**src/rtl/dfiir_pkg.sv**
```systemverilog
// Shared types, constants and the microcode table of the sixth-order IIR filter.
package dfiir_pkg;

	localparam int FILTER_ORDER_DEF = 6;
	localparam int MAX_TAPS         = 6;

	localparam int SAMPLE_W = 16;
	localparam int COEF_W   = 16;
	localparam int HIST_Y_W = 24;
	localparam int OPB_W    = 24;
	localparam int PROD_W   = COEF_W + OPB_W;
	localparam int ACC_W    = 48;

	// configuration register indexes
	localparam int CFG_IDX_W = 3;
	localparam logic [CFG_IDX_W-1:0] CFG_B_0_3 = 3'd0;
	localparam logic [CFG_IDX_W-1:0] CFG_B_4_6 = 3'd1;
	localparam logic [CFG_IDX_W-1:0] CFG_A_1_3 = 3'd2;
	localparam logic [CFG_IDX_W-1:0] CFG_A_4_6 = 3'd3;
	localparam logic [63:0] CFG_B_0_3_RST = 64'd16384;

	// coefficient select codes: b0..b6 then a1..a6
	localparam int COEF_SEL_W = 4;
	localparam logic [COEF_SEL_W-1:0] COEF_B0 = 4'd0;
	localparam logic [COEF_SEL_W-1:0] COEF_A1 = 4'd7;

	// program addresses
	typedef logic [3:0] step_t;
	localparam step_t STEP_FIRST    = 4'd0;
	localparam step_t STEP_LAST_MAC = 4'd12;
	localparam step_t STEP_DRAIN    = 4'd13;
	localparam step_t STEP_ROUND    = 4'd14;
	localparam step_t STEP_EMIT     = 4'd15;

	typedef enum logic [1:0] {
		ACC_NONE = 2'd0,
		ACC_LOAD = 2'd1,
		ACC_ADD  = 2'd2,
		ACC_SUB  = 2'd3
	} acc_op_t;

	typedef enum logic [1:0] {
		SRC_X0 = 2'd0,
		SRC_XH = 2'd1,
		SRC_YH = 2'd2
	} src_t;

	typedef enum logic [1:0] {
		JMP_NONE         = 2'd0,
		JMP_TAP_GT_ORDER = 2'd1,
		JMP_END          = 2'd2
	} jmp_t;

	// one control word of the program
	typedef struct packed {
		acc_op_t               op;
		logic [COEF_SEL_W-1:0] coef;
		src_t                  src;
		logic [2:0]            tap;
		jmp_t                  jmp;
		step_t                 target;
		logic                  round;
		logic                  emit;
	} uword_t;

	// datapath controls issued by the sequencer
	typedef struct packed {
		acc_op_t               op;
		logic [COEF_SEL_W-1:0] coef;
		src_t                  src;
		logic [2:0]            tap;
		logic                  round;
		logic                  emit;
	} ctl_t;

	// Program: b0*x, then bk*x[n-k] and ak*y[n-k] for each tap, drain, round, emit.
	function automatic uword_t ucode(input step_t step);
		uword_t     w;
		logic [2:0] tap;
		tap      = 3'((5'(step) + 5'd1) >> 1);
		w.op     = ACC_NONE;
		w.coef   = COEF_B0;
		w.src    = SRC_X0;
		w.tap    = 3'd0;
		w.jmp    = JMP_NONE;
		w.target = STEP_FIRST;
		w.round  = 1'b0;
		w.emit   = 1'b0;
		case (step)
			STEP_FIRST: begin
				w.op = ACC_LOAD;
			end
			STEP_DRAIN: begin
				w.op = ACC_NONE;
			end
			STEP_ROUND: begin
				w.round = 1'b1;
			end
			STEP_EMIT: begin
				w.emit = 1'b1;
				w.jmp  = JMP_END;
			end
			default: begin
				w.tap = tap;
				if (step[0]) begin
					w.op     = ACC_ADD;
					w.coef   = COEF_B0 + COEF_SEL_W'(tap);
					w.src    = SRC_XH;
					w.jmp    = JMP_TAP_GT_ORDER;
					w.target = STEP_DRAIN;
				end else begin
					w.op   = ACC_SUB;
					w.coef = COEF_A1 + COEF_SEL_W'(tap) - 4'd1;
					w.src  = SRC_YH;
				end
			end
		endcase
		return w;
	endfunction

endpackage

```
**src/rtl/direct_form_iir_order6.sv**
```systemverilog
// Top level of the sixth-order direct-form-I IIR filter.
// Usage:
//   Input words arrive on s_axis_* (one signed Q1.15 sample per word); filtered
//   samples leave on m_axis_* (signed Q1.15, saturated). Coefficients are
//   written on cfg_* (index 0: b0..b3, 1: b4..b6, 2: a1..a3, 3: a4..a6, each
//   coefficient signed Q2.14, lowest in bits 15:0); cfg_ready is always high.
//   Write coefficients only while no sample is in flight.
// Program:
//   A microcoded program runs b0*x, then bk*x[n-k] and ak*y[n-k] per tap on
//   one shared 16x24 multiplier, then a drain, a rounding and an emit step.
//   Taps beyond FILTER_ORDER are skipped straight to the drain step. A new
//   sample is taken only after the program of the last one has run its emit
//   step, since the multiply-accumulate is shared. The emit step writes the
//   result into the output register that drives m_axis.
// Reset:
//   arst_n clears both histories, sets b0 = 1.0 and all other coefficients to
//   zero, so the filter passes samples through.
// Backpressure:
//   The output register holds a result until m_axis_tready; the next sample is
//   accepted meanwhile, and its emit step waits only if the old word still sits.
module direct_form_iir_order6 #(
	parameter int FILTER_ORDER = dfiir_pkg::FILTER_ORDER_DEF
) (
	input  logic                                clk,
	input  logic                                arst_n,
	input  logic                                s_axis_tvalid,
	output logic                                s_axis_tready,
	input  logic [dfiir_pkg::SAMPLE_W-1:0]      s_axis_tdata,  // [15:0] sample_in
	output logic                                m_axis_tvalid,
	input  logic                                m_axis_tready,
	output logic [dfiir_pkg::SAMPLE_W-1:0]      m_axis_tdata,  // [15:0] sample_out
	input  logic                                cfg_valid,
	output logic                                cfg_ready,
	input  logic [dfiir_pkg::CFG_IDX_W-1:0]     cfg_index,
	input  logic [63:0]                         cfg_data
);
	import dfiir_pkg::*;

	logic busy;
	logic in_accept;
	logic out_free;
	ctl_t ctl;
	logic signed [SAMPLE_W-1:0] sample_out;

	// take a new sample only between programs
	assign s_axis_tready = !busy;
	assign in_accept     = s_axis_tvalid && s_axis_tready;
	assign cfg_ready     = 1'b1;
	// output register can take a word this cycle
	assign out_free      = !m_axis_tvalid || m_axis_tready;

	dfiir_seq #(
		.FILTER_ORDER(FILTER_ORDER)
	) u_seq (
		.clk       (clk),
		.arst_n    (arst_n),
		.in_accept (in_accept),
		.out_free  (out_free),
		.busy      (busy),
		.ctl       (ctl)
	);

	dfiir_dp #(
		.FILTER_ORDER(FILTER_ORDER)
	) u_dp (
		.clk        (clk),
		.arst_n     (arst_n),
		.in_accept  (in_accept),
		.sample_in  (s_axis_tdata),
		.cfg_we     (cfg_valid && cfg_ready),
		.cfg_index  (cfg_index),
		.cfg_data   (cfg_data),
		.ctl        (ctl),
		.out_ready  (m_axis_tready),
		.out_valid  (m_axis_tvalid),
		.sample_out (sample_out)
	);

	assign m_axis_tdata = sample_out;

`ifndef SYNTH
	// an accepted sample starts the program with a fresh accumulator load
	a_start_load: assert property (@(posedge clk) disable iff (!arst_n)
		in_accept |=> (ctl.op == ACC_LOAD))
		else $error("program did not start after sample accept");

	// never overwrite a result the receiver has not taken
	a_no_overwrite: assert property (@(posedge clk) disable iff (!arst_n)
		ctl.emit |-> (!m_axis_tvalid || m_axis_tready))
		else $error("result emitted over a pending output word");

	// output valid only comes from an emit step
	a_valid_from_emit: assert property (@(posedge clk) disable iff (!arst_n)
		$rose(m_axis_tvalid) |-> $past(ctl.emit))
		else $error("output valid without an emit step");
`endif

endmodule

```
**src/rtl/dfiir_seq.sv**
```systemverilog
// Microcode sequencer: step counter, program table and conditional jumps.
module dfiir_seq #(
	parameter int FILTER_ORDER = dfiir_pkg::FILTER_ORDER_DEF
) (
	input  logic            clk,
	input  logic            arst_n,
	input  logic            in_accept,
	input  logic            out_free,
	output logic            busy,
	output dfiir_pkg::ctl_t ctl
);
	import dfiir_pkg::*;

	step_t  step_q;
	logic   busy_q;
	uword_t cw;
	logic   skip;
	logic   hold;

	assign cw   = ucode(step_q);
	// taps beyond the filter order are skipped straight to the drain step
	assign skip = (cw.jmp == JMP_TAP_GT_ORDER) && (cw.tap > 3'(FILTER_ORDER));
	assign hold = cw.emit && !out_free;

	always_comb begin
		ctl.op    = (busy_q && !skip) ? cw.op : ACC_NONE;
		ctl.coef  = cw.coef;
		ctl.src   = cw.src;
		ctl.tap   = cw.tap;
		ctl.round = busy_q && cw.round;
		ctl.emit  = busy_q && cw.emit && out_free;
	end

	always_ff @(posedge clk or negedge arst_n) begin
		if (!arst_n) begin
			busy_q <= 1'b0;
			step_q <= STEP_FIRST;
		end else if (!busy_q) begin
			step_q <= STEP_FIRST;
			if (in_accept) begin
				busy_q <= 1'b1;
			end
		end else if (skip) begin
			step_q <= cw.target;
		end else if (hold) begin
			step_q <= step_q;
		end else if (cw.jmp == JMP_END) begin
			busy_q <= 1'b0;
			step_q <= STEP_FIRST;
		end else begin
			step_q <= step_q + 4'd1;
		end
	end

	assign busy = busy_q;

endmodule

```
**src/rtl/dfiir_dp.sv**
```systemverilog
// Datapath: coefficients, histories, shared multiplier, accumulator and rounding.
module dfiir_dp #(
	parameter int FILTER_ORDER = dfiir_pkg::FILTER_ORDER_DEF
) (
	input  logic                                clk,
	input  logic                                arst_n,
	input  logic                                in_accept,
	input  logic signed [dfiir_pkg::SAMPLE_W-1:0] sample_in,
	input  logic                                cfg_we,
	input  logic [dfiir_pkg::CFG_IDX_W-1:0]     cfg_index,
	input  logic [63:0]                         cfg_data,
	input  dfiir_pkg::ctl_t                     ctl,
	input  logic                                out_ready,
	output logic                                out_valid,
	output logic signed [dfiir_pkg::SAMPLE_W-1:0] sample_out
);
	import dfiir_pkg::*;

	localparam int IDX_W = (FILTER_ORDER > 1) ? $clog2(FILTER_ORDER) : 1;

	logic [63:0] b03_q;
	logic [47:0] b46_q;
	logic [47:0] a13_q;
	logic [47:0] a46_q;

	logic signed [SAMPLE_W-1:0] x_q;
	logic signed [SAMPLE_W-1:0] xh_q [FILTER_ORDER];
	logic signed [HIST_Y_W-1:0] yh_q [FILTER_ORDER];
	logic signed [HIST_Y_W-1:0] y_q;

	logic signed [COEF_W-1:0] coef;
	logic signed [OPB_W-1:0]  opb;
	logic [2:0]               tm1;
	logic [IDX_W-1:0]         hidx;
	logic                     hvalid;
	logic signed [SAMPLE_W-1:0] xh_rd;
	logic signed [HIST_Y_W-1:0] yh_rd;

	logic signed [PROD_W-1:0] prod_s1;
	acc_op_t                  op_s1;
	logic signed [ACC_W-1:0]  acc_q;

	logic signed [ACC_W-1:0]    rnd;
	logic signed [ACC_W-1:0]    rsh;
	logic signed [HIST_Y_W-1:0] y_sat;
	logic signed [HIST_Y_W:0]   ys;
	logic signed [HIST_Y_W:0]   osh;
	logic signed [SAMPLE_W-1:0] o_sat;
	logic signed [SAMPLE_W-1:0] out_q;
	logic                       out_valid_q;

	// coefficient registers
	always_ff @(posedge clk or negedge arst_n) begin
		if (!arst_n) begin
			b03_q <= CFG_B_0_3_RST;
			b46_q <= '0;
			a13_q <= '0;
			a46_q <= '0;
		end else if (cfg_we) begin
			case (cfg_index)
				CFG_B_0_3: b03_q <= cfg_data;
				CFG_B_4_6: b46_q <= cfg_data[47:0];
				CFG_A_1_3: a13_q <= cfg_data[47:0];
				CFG_A_4_6: a46_q <= cfg_data[47:0];
				default:   ;
			endcase
		end
	end

	always_comb begin
		case (ctl.coef)
			4'd0:    coef = b03_q[15:0];
			4'd1:    coef = b03_q[31:16];
			4'd2:    coef = b03_q[47:32];
			4'd3:    coef = b03_q[63:48];
			4'd4:    coef = b46_q[15:0];
			4'd5:    coef = b46_q[31:16];
			4'd6:    coef = b46_q[47:32];
			4'd7:    coef = a13_q[15:0];
			4'd8:    coef = a13_q[31:16];
			4'd9:    coef = a13_q[47:32];
			4'd10:   coef = a46_q[15:0];
			4'd11:   coef = a46_q[31:16];
			4'd12:   coef = a46_q[47:32];
			default: coef = '0;
		endcase
	end

	// history read for tap k reads entry k-1
	assign tm1    = ctl.tap - 3'd1;
	assign hvalid = tm1 < 3'(FILTER_ORDER);
	assign hidx   = tm1[IDX_W-1:0];
	assign xh_rd  = hvalid ? xh_q[hidx] : '0;
	assign yh_rd  = hvalid ? yh_q[hidx] : '0;

	// samples enter at x*2^7 so both product kinds share 36 fraction bits
	always_comb begin
		case (ctl.src)
			SRC_X0:  opb = {x_q[SAMPLE_W-1], x_q, 7'd0};
			SRC_XH:  opb = {xh_rd[SAMPLE_W-1], xh_rd, 7'd0};
			SRC_YH:  opb = yh_rd;
			default: opb = '0;
		endcase
	end

	always_ff @(posedge clk or negedge arst_n) begin
		if (!arst_n) begin
			op_s1 <= ACC_NONE;
		end else begin
			op_s1 <= ctl.op;
		end
	end

	always_ff @(posedge clk) begin
		prod_s1 <= coef * opb;
	end

	always_ff @(posedge clk) begin
		case (op_s1)
			ACC_LOAD: acc_q <= ACC_W'(prod_s1);
			ACC_ADD:  acc_q <= acc_q + ACC_W'(prod_s1);
			ACC_SUB:  acc_q <= acc_q - ACC_W'(prod_s1);
			default:  acc_q <= acc_q;
		endcase
	end

	// round to Q2.22 and saturate
	always_comb begin
		rnd = acc_q + 48'sd8192;
		rsh = rnd >>> 14;
		if (rsh > 48'sd8388607) begin
			y_sat = 24'sh7FFFFF;
		end else if (rsh < -48'sd8388608) begin
			y_sat = -24'sh800000;
		end else begin
			y_sat = rsh[HIST_Y_W-1:0];
		end
	end

	always_ff @(posedge clk) begin
		if (ctl.round) begin
			y_q <= y_sat;
		end
	end

	// round to Q1.15 and saturate
	always_comb begin
		ys  = {y_q[HIST_Y_W-1], y_q} + 25'sd64;
		osh = ys >>> 7;
		if (osh > 25'sd32767) begin
			o_sat = 16'sh7FFF;
		end else if (osh < -25'sd32768) begin
			o_sat = -16'sh8000;
		end else begin
			o_sat = osh[SAMPLE_W-1:0];
		end
	end

	always_ff @(posedge clk) begin
		if (in_accept) begin
			x_q <= sample_in;
		end
	end

	// shift histories when the result commits
	always_ff @(posedge clk or negedge arst_n) begin
		if (!arst_n) begin
			for (int i = 0; i < FILTER_ORDER; i++) begin
				xh_q[i] <= '0;
				yh_q[i] <= '0;
			end
		end else if (ctl.emit) begin
			xh_q[0] <= x_q;
			yh_q[0] <= y_q;
			for (int i = 1; i < FILTER_ORDER; i++) begin
				xh_q[i] <= xh_q[i-1];
				yh_q[i] <= yh_q[i-1];
			end
		end
	end

	always_ff @(posedge clk or negedge arst_n) begin
		if (!arst_n) begin
			out_valid_q <= 1'b0;
		end else if (ctl.emit) begin
			out_valid_q <= 1'b1;
		end else if (out_ready) begin
			out_valid_q <= 1'b0;
		end
	end

	always_ff @(posedge clk) begin
		if (ctl.emit) begin
			out_q <= o_sat;
		end
	end

	assign out_valid  = out_valid_q;
	assign sample_out = out_q;

endmodule
```
**config.mk**
```make
export PLATFORM = sky130hd
export DESIGN_NAME = direct_form_iir_order6
export DESIGN_NICKNAME = d
export VERILOG_FILES = /design/src/rtl/dfiir_pkg.sv /design/src/rtl/direct_form_iir_order6.sv /design/src/rtl/dfiir_seq.sv /design/src/rtl/dfiir_dp.sv
export SDC_FILE = /design/constraint.sdc
export NUM_CORES = 2
export LEC_CHECK = 0
export ABC_AREA = 1
export CAP_MARGIN = 20
export CORE_ASPECT_RATIO = 0.6
export CORE_UTILIZATION = 40
export CTS_BUF_LIST = sky130_fd_sc_hd__clkbuf_4 sky130_fd_sc_hd__clkbuf_8
export DETAILED_ROUTE_END_ITERATION = 6
export DONT_BUFFER_PORTS = 1
export PLACE_DENSITY_LB_ADDON = 0.1
export SYNTH_ARGS = -nofsm -noshare
export SYNTH_HDL_FRONTEND = slang
export SYNTH_SLANG_ARGS = --single-unit
```
**constraint.sdc**
```tcl
create_clock -name clk -period 26.4 [get_ports clk]
set_input_delay 2.64 -clock clk [delete_from_list [all_inputs] [get_ports clk]]
set_output_delay 2.64 -clock clk [all_outputs]
set_load 0.05 [all_outputs]
```
## Word-level counts from Yosys, hierarchy flattened

Index checks and enable logic that the tools add are counted.
Widths: inputs -> output; s select.

| storage, ports and cells | value |
|---|---|
| bits in registers | 600 |
| input port bits | 88 |
| output and inout bits | 19 |
| logic and storage cells | 127 |

| cells by class | value |
|---|---|
| add/subtract/negate cells | 9 |
| $mul | 1 |
| order comparisons | 7 |
| equality and inequality tests | 26 |
| multiplexer cells | 33 |
| bitwise logic cells | 1 |
| reductions and logical operators | 25 |

Operators by type and width:

| cell | count |
|---|---|
| $pmux 16 s13 | 1 |
| $pmux 48 s3 | 1 |
| $mux 24 | 4 |
| $bmux 24 s3 | 1 |
| $pmux 24 s3 | 1 |
| $mux 16 | 4 |
| $add 48x15->48 const B | 1 |
| $add 48x40->48 | 1 |
| $bmux 16 s3 | 1 |
| $sub 48x40->48 | 1 |
| $mul 16x24->40 | 1 |
| $gt 34x24->1 const B | 1 |
| $lt 34x24->1 const B | 1 |
| $eq 4x4->1 const B | 8 |
| $add 24x8->25 const B | 1 |
| $mux 4 | 5 |
| $gt 18x16->1 const B | 1 |
| $lt 18x16->1 const B | 1 |
| $eq 4x3->1 const B | 4 |
| $mux 1 | 9 |
| $mux 9 | 1 |
| $add 4x1->4 const B | 2 |
| $eq 2x2->1 const B | 4 |
| $eq 4x2->1 const B | 2 |
| 27 further kinds | 45 |

## Longest topological paths before layout

| depth | value |
|---|---|
| depth in word-level cells | 13 |
| gate-level depth with buffers | 47 |
| mapped depth without buffers | 42 |

## Modules after synthesis

A second synthesis with hierarchy kept.

| unflattened totals | value |
|---|---|
| cell total of the unflattened synthesis | 5822 |
| area, all modules | 46081.7 sq um |

Modules (own cells, without submodules):

| module | times used | cells an instance | area an instance (sq um) | seq. area each (sq um) |
|---|---|---|---|---|
| dfiir_dp | 1 | 5749 | 45583.7 | 15210.8 |
| dfiir_seq | 1 | 66 | 465.4 | 125.1 |
| direct_form_iir_order6 | 1 | 7 | 32.5 | 0.0 |

## Worst setup path after synthesis

No wires, ideal clock.

| timing path | value |
|---|---|
| kind | register to register |
| start point | reg u_seq.step_q[0] |
| end point | reg u_dp.prod_s1[39] |
| library setup time | 127 ps |
| arrival time | 8309 ps |
| data required time | 26273 ps |
| setup slack | 17964 ps |
| cell stages (with the launch flop) | 39 |
| buffers on the path | 6 |
| clock period less this slack | 8436 ps |
| path through | dfrtp_1 inv_2 clkbuf_1 ha_1 inv_1 nand2_1 nand2_1 nand3_1 buf_2 buf_1 nor2_1 inv_1 ha_1 clkbuf_1 inv_1 buf_1 nand3_1 nand3_1 [3 not listed] nand3_1 fa_1 inv_1 fa_1 fa_1 fa_1 fa_1 inv_1 fa_1 inv_1 ha_1 a21o_1 nor2_1 a21boi_0 nor2_1 nor3_1 o21ai_0 xor2_1 |

| on the way | value |
|---|---|
| longest elaborated chain between the ends | 11 |
| elaborated cells between the ends (all ways) | 40 |
| those cells by class | 4 x add/sub; 1 x mul; 1 x order compare; 17 x eq/ne; 12 x mux; 1 x bitwise; 4 x reduce/logical |

Ends and longest elaborated chain:

| what | RTL line | source |
|---|---|---|
| start: declaration | dfiir_seq.sv:14 | `step_t step_q;` |
| start signal: assignment | dfiir_seq.sv:44 | `step_q <= cw.target;` |
| start signal: assignment | dfiir_seq.sv:46 | `step_q <= step_q;` |
| start signal: assignment | dfiir_seq.sv:51 | `step_q <= step_q + 4'd1;` |
| branches (longest 2 deep; another with $add 4x1->4) | -- |  |
| $mux 9 * | dfiir_pkg.sv:89 | `case (step)` |
| $sub 3x1->3 | dfiir_dp.sv:90 | `assign tm1 = ctl.tap - 3'd1;` |
| $not 3->4 (implied by the code) | dfiir_dp.sv:93, dfiir_dp.sv:94 |  |
| $bmux 24 s3 or $bmux 16 s3 (tied branches) | dfiir_dp.sv:94, dfiir_dp.sv:93 |  |
| $mux 24 (implied by the code) or $mux 16 (tied branches) (2 in a row) | dfiir_dp.sv:94, dfiir_dp.sv:93 |  |
| $mux 24 or $mux 16 (tied branches) | dfiir_dp.sv:94, dfiir_dp.sv:93 |  |
| $pmux 24 s3 | dfiir_dp.sv:98 | `case (ctl.src)` |
| $mul 16x24->40 * | dfiir_dp.sv:115 | `prod_s1 <= coef * opb;` |
| end signal: assignment | dfiir_dp.sv:115 |  |
| end: declaration | dfiir_dp.sv:39 | `logic signed [PROD_W-1:0] prod_s1;` |

Mark *: on every way between the ends. The select of a mux whose other input is x is not followed.
A chain may end at the register's enable or synchronous reset.

## Final worst setup path

| timing path | value |
|---|---|
| start point | reg u_seq.step_q[0] |
| end point | reg u_dp.prod_s1[24] |

The elaborated chain is that of the path after synthesis.

==> results.txt <==
The run finished, with violations left. The final reports fail on DRC. After detailed routing, the total wire length is 163000 microns. The TritonCTS buffer count is 100.

Derived from the worst setup path, the maximum achievable clock frequency is 0.0845 GHz. Setup repair after global routing left no endpoint under its margin. The setup path with the least slack is of type flop to flop. TritonCTS built the clock tree. The die extent in x came out at 442 microns. The run gives 12.53 ns as the arrival time reported for the critical path endpoint. The xor/xnor share of the synthesized area is 2.08%, and the post-synthesis async set-or-reset flop share is 76.0%.

After technology mapping, the gate count stands at 5951. The fraction of the mapped netlist area in compound gates was 11.0%; the max-cap violation count was 0. At the pin with the least slew margin, the transition time is 1.38 ns. Counting distinct cell types in the post-synthesis netlist gives 58. After synthesis the cells add up to 0.0464 sq mm.

The initial antenna violation count came out at 9. The tools report the destination of the worst register-to-register timing path as u_dp.prod_s1[24]. Pin placement for this block handled 107 I/O pins.

The half-perimeter wire length after placement was 124000 microns. The sum of negative setup slack is 0 ns, and the setup slack on the worst flop-to-flop path is 14.56 ns. Critical path launch point type: a flop. Entering global routing, the biggest net connects 457 pins.

Along the worst hold path, the cell count comes to 2. The portion of synthesized area spent on multiplexers is 0.340%. The number of cells on the worst reg-to-reg path is 33, and the later-pin clock latency in the skew report is 0.84 ns. In the final layout, the share of cells above drive strength 1 is 5.84%. Once the clock tree was built, the setup fixing pass inserted 0 buffers. The overall die height came out at 266 microns. Combinational family with the most area after synthesis: simple AND/OR/NAND/NOR gates.

The routed layout has 39500 vias. Number of pins exceeding their max-slew limit in the final report: 0. Terminating pin of the worst hold path: u_dp.yh_q[124]. The adder-cell area share of the yosys netlist is 20.4%. Counting I/O delays and the setup requirement, the final critical path takes 11.84 ns. The classification of the worst-slack hold path is flop to flop. In this design, the critical path's most frequently occurring cell is sky130_fd_sc_hd__inv_1. After synthesis, the cell types taking the most area are sky130_fd_sc_hd__dfrtp_1, sky130_fd_sc_hd__fa_1, sky130_fd_sc_hd__nand2_1, sky130_fd_sc_hd__inv_1, sky130_fd_sc_hd__o21ai_0. The synthesized design contains 104 enable-type register cells. The clock net in this run drives a total of 600 sinks.

Global routing consumed, over all layers together, 28.0% of the routing resources. The run gives 7.94% as the tightest slew margin relative to the limit. Origin of the critical flop-to-flop path: u_seq.step_q[0]. Once routing completed, OpenROAD measured the worst setup slack at 14.56 ns.

The critical path's slowest cell was sky130_fd_sc_hd__a21boi_1. The cts-stage hold buffer count was 0; the growth of design area from synthesis to finish was 7.70%. The detailed router's first-iteration violation count was 4529; the maximum fanout count along the critical path was 26.

The synthesized netlist devotes 23.1% of its cell area to simple gates. For the starting utilization of the core area, the log shows 40.5%. The worst hold path begins at u_dp.y_q[4]. The maximum single-stage delay on the critical path is 1.01 ns. The tools report the worst clock skew as 0.0690 ns.

Counting flops and latches in the post-synthesis netlist gives 600. The per-instance average area after synthesis came out at 7.79 sq um. Of the synthesized area, sequential elements account for 33.1%. The initialized floorplan defines 96 standard-cell rows. The total iterations of the first detailed-routing run was 7. In this run the number of H-tree levels came out at 3.

The overall overflow remaining after global route came out at 0. The number of nets in the layout was 6482. After clock tree synthesis, the clock-pin slew on the worst setup and hold paths is 0.07 ns.

In the final routed layout, each cell accounts on average for 21.8 microns. Using the TritonRoute via totals, the vias-per-cell ratio works out to 5.29. The cell chosen for the clock root was sky130_fd_sc_hd__clkbuf_8.

Input and output buffers added on the ports amount to 0. Counting along the longest clock path gives a buffer depth of 3. For the post-route DRC violation count, the log shows 1. Before CTS, the worst setup slack after placement is 14.99 ns. The number of hold-slack violations in the final timing report is 0. The synthesized design devotes to its leading area cell type 24.5% of total area. Summed over all instances, the cell type with the most area after synthesis is sky130_fd_sc_hd__dfrtp_1. The worst setup path is captured at a flop. For the endpoint required time on the critical path, the log shows 27.09 ns. The post-route fraction of the period consumed by the critical path was 44.8%.

Once detail routing completed, the nets flagged for antenna violations numbered 0. The core region is 0.115 sq mm. The logs give 246000 microns for the global-route wire length before repair and 11800 for the number of inserted filler cells in the final layout. The post-synthesis net count was 6569. The count of warnings emitted by yosys is 0, and the placer congestion estimate is 0.995. The die covers 0.117 sq mm. For the via count of the first global-routing pass, the log shows 37500.

Among all flip-flop cells after synthesis, the most frequent one is sky130_fd_sc_hd__dfrtp_1. Post-CTS repair changed the size of 0 cells. Setup violations remaining at the end of the flow were counted as 0.
==> worst max path at each step <==
stage                          startpoint          endpoint  depth (start not counted)
final                     u_seq.step_q[0]  u_dp.prod_s1[24]                         33
after global routing      u_seq.step_q[0]  u_dp.prod_s1[24]                         34
after CTS                 u_seq.step_q[0]  u_dp.prod_s1[25]                         34
after detailed placement  u_seq.step_q[0]  u_dp.prod_s1[25]                         34
after global placement    u_seq.step_q[0]  u_dp.prod_s1[25]                         34
after floorplan           u_seq.step_q[0]  u_dp.prod_s1[39]                         38
==> layout make-up <==
type / instances / area (sq um) / area share (%)
repair buffers: 58 / 510 / 1.02
flip-flops and latches: 600 / 15300 / 30.7
diodes: 2 / 5.00 / 0.0100
clock buffers: 154 / 1900 / 3.80
clock inverters: 29 / 265 / 0.531
well taps: 1519 / 1900 / 3.80
multi-input cells: 4157 / 26500 / 53.0
inverters: 947 / 3560 / 7.13
==> registers in the layout, summed over array words and instances (netlist names) <==
signal,count
u_seq.busy,1
u_dp.op_s1,2
u_dp.b03_q,64
u_dp.acc_q,48
u_dp.x_q,16
u_dp.xh_q,96
u_dp.sample_out,16
u_dp.a13_q,48
u_dp.out_valid,1
u_seq.step_q,4
u_dp.b46_q,48
u_dp.a46_q,48
u_dp.prod_s1,40
u_dp.yh_q,144
u_dp.y_q,24
==> cell usage after synthesis, types with 25 or more instances <==
| master | instances |
|---|---|
| sky130_fd_sc_hd__edfxtp_1 | 104 |
| sky130_fd_sc_hd__nand2_1 | 1429 |
| sky130_fd_sc_hd__a21oi_1 | 151 |
| sky130_fd_sc_hd__xor2_1 | 84 |
| sky130_fd_sc_hd__dfrtp_1 | 455 |
| sky130_fd_sc_hd__fa_1 | 375 |
| sky130_fd_sc_hd__inv_1 | 934 |
| sky130_fd_sc_hd__o2111ai_1 | 25 |
| sky130_fd_sc_hd__o211ai_1 | 26 |
| sky130_fd_sc_hd__dfxtp_1 | 40 |
| sky130_fd_sc_hd__nand4_1 | 46 |
| sky130_fd_sc_hd__nor2_1 | 518 |
| sky130_fd_sc_hd__clkbuf_1 | 134 |
| sky130_fd_sc_hd__xnor2_1 | 26 |
| sky130_fd_sc_hd__buf_2 | 91 |
| sky130_fd_sc_hd__nand3_1 | 452 |
| sky130_fd_sc_hd__nor3_1 | 45 |
| sky130_fd_sc_hd__o21ai_0 | 645 |
| sky130_fd_sc_hd__ha_1 | 155 |
==> worst max-delay path, delay by kind of cell (launching register included) <==
kind	cells	cell delay (ns)
flip-flops	1	0.91
adder cells (fa/ha/maj)	9	4.31
buffers and inverters	9	1.50
AND/OR/NAND/NOR	9	2.14
AO/OA/AOI/OAI	5	2.60
XOR/XNOR	1	0.22
==> cells in the final DEF (no fill, tap or decap), types with 5 or more instances in the layout <==
cell type                      n
sky130_fd_sc_hd__a21boi_0      5
sky130_fd_sc_hd__a21boi_1      5
sky130_fd_sc_hd__a21o_1       10
sky130_fd_sc_hd__a21oi_1     151
sky130_fd_sc_hd__a22oi_1      12
sky130_fd_sc_hd__a31oi_1      10
sky130_fd_sc_hd__buf_4        51
sky130_fd_sc_hd__clkbuf_4     35
sky130_fd_sc_hd__clkbuf_8    119
sky130_fd_sc_hd__clkinv_1      5
sky130_fd_sc_hd__clkinv_2     12
sky130_fd_sc_hd__dfrtp_1     454
sky130_fd_sc_hd__dfxtp_1      40
sky130_fd_sc_hd__edfxtp_1    104
sky130_fd_sc_hd__fa_1        375
sky130_fd_sc_hd__ha_1        153
sky130_fd_sc_hd__inv_1       934
sky130_fd_sc_hd__inv_2        12
sky130_fd_sc_hd__mux2_2       14
sky130_fd_sc_hd__nand2_1    1429
sky130_fd_sc_hd__nand2_2       8
sky130_fd_sc_hd__nand3_1     448
sky130_fd_sc_hd__nand3_2      14
sky130_fd_sc_hd__nand3_4       6
sky130_fd_sc_hd__nand3b_1      9
sky130_fd_sc_hd__nand4_1      46
sky130_fd_sc_hd__nor2_1      515
sky130_fd_sc_hd__nor2_2       12
sky130_fd_sc_hd__nor3_1       45
sky130_fd_sc_hd__o2111ai_1    25
sky130_fd_sc_hd__o211ai_1     26
sky130_fd_sc_hd__o21ai_0     645
sky130_fd_sc_hd__o21bai_1     20
sky130_fd_sc_hd__o31ai_1       5
sky130_fd_sc_hd__or2_2        20
sky130_fd_sc_hd__xnor2_1      26
sky130_fd_sc_hd__xor2_1       84
==> routing by layer <==
layer | share of wire (%) | vias to the layer above | track usage, %
met2 | 36 | 1549 | 34.1
li1 | - | 18600 | -
met3 | 12 | 127 | 10.1
met5 | 0.23 | - | 0.895
met4 | 1.2 | 4 | 4.28
met1 | 51 | 19200 | 45.6
==> per-stage QoR <==
step                utilization, %  instance area (sq um)  hold WS [ns]  std cells
finish                        43.6                  50000         0.464       7466
global placement              41.6                  47700         0.444       7274
CTS                           43.5                  49900         0.465       7461
detailed placement            41.6                  47700         0.462       7278
global route                  43.6                  50000         0.487       7465
floorplan                        -                  46400         0.430       5951
==> cells by family (layout without fill, tap and decap cells) <==
logic type / Yosys count / after routing
muxes: 14 / 14
adders and majority gates: 530 / 530
and+or+nand+nor: 2567 / 2567
other: 1 / 3
AOI/OAI and AO/OA: 935 / 935
buffers and inverters: 1194 / 1188
DFF: 600 / 600
xor gates and xnor gates: 110 / 110
Power is left out: the tool's default activity adds up to more than one toggle a clock period on the data nets, which glitch-free logic cannot reach.
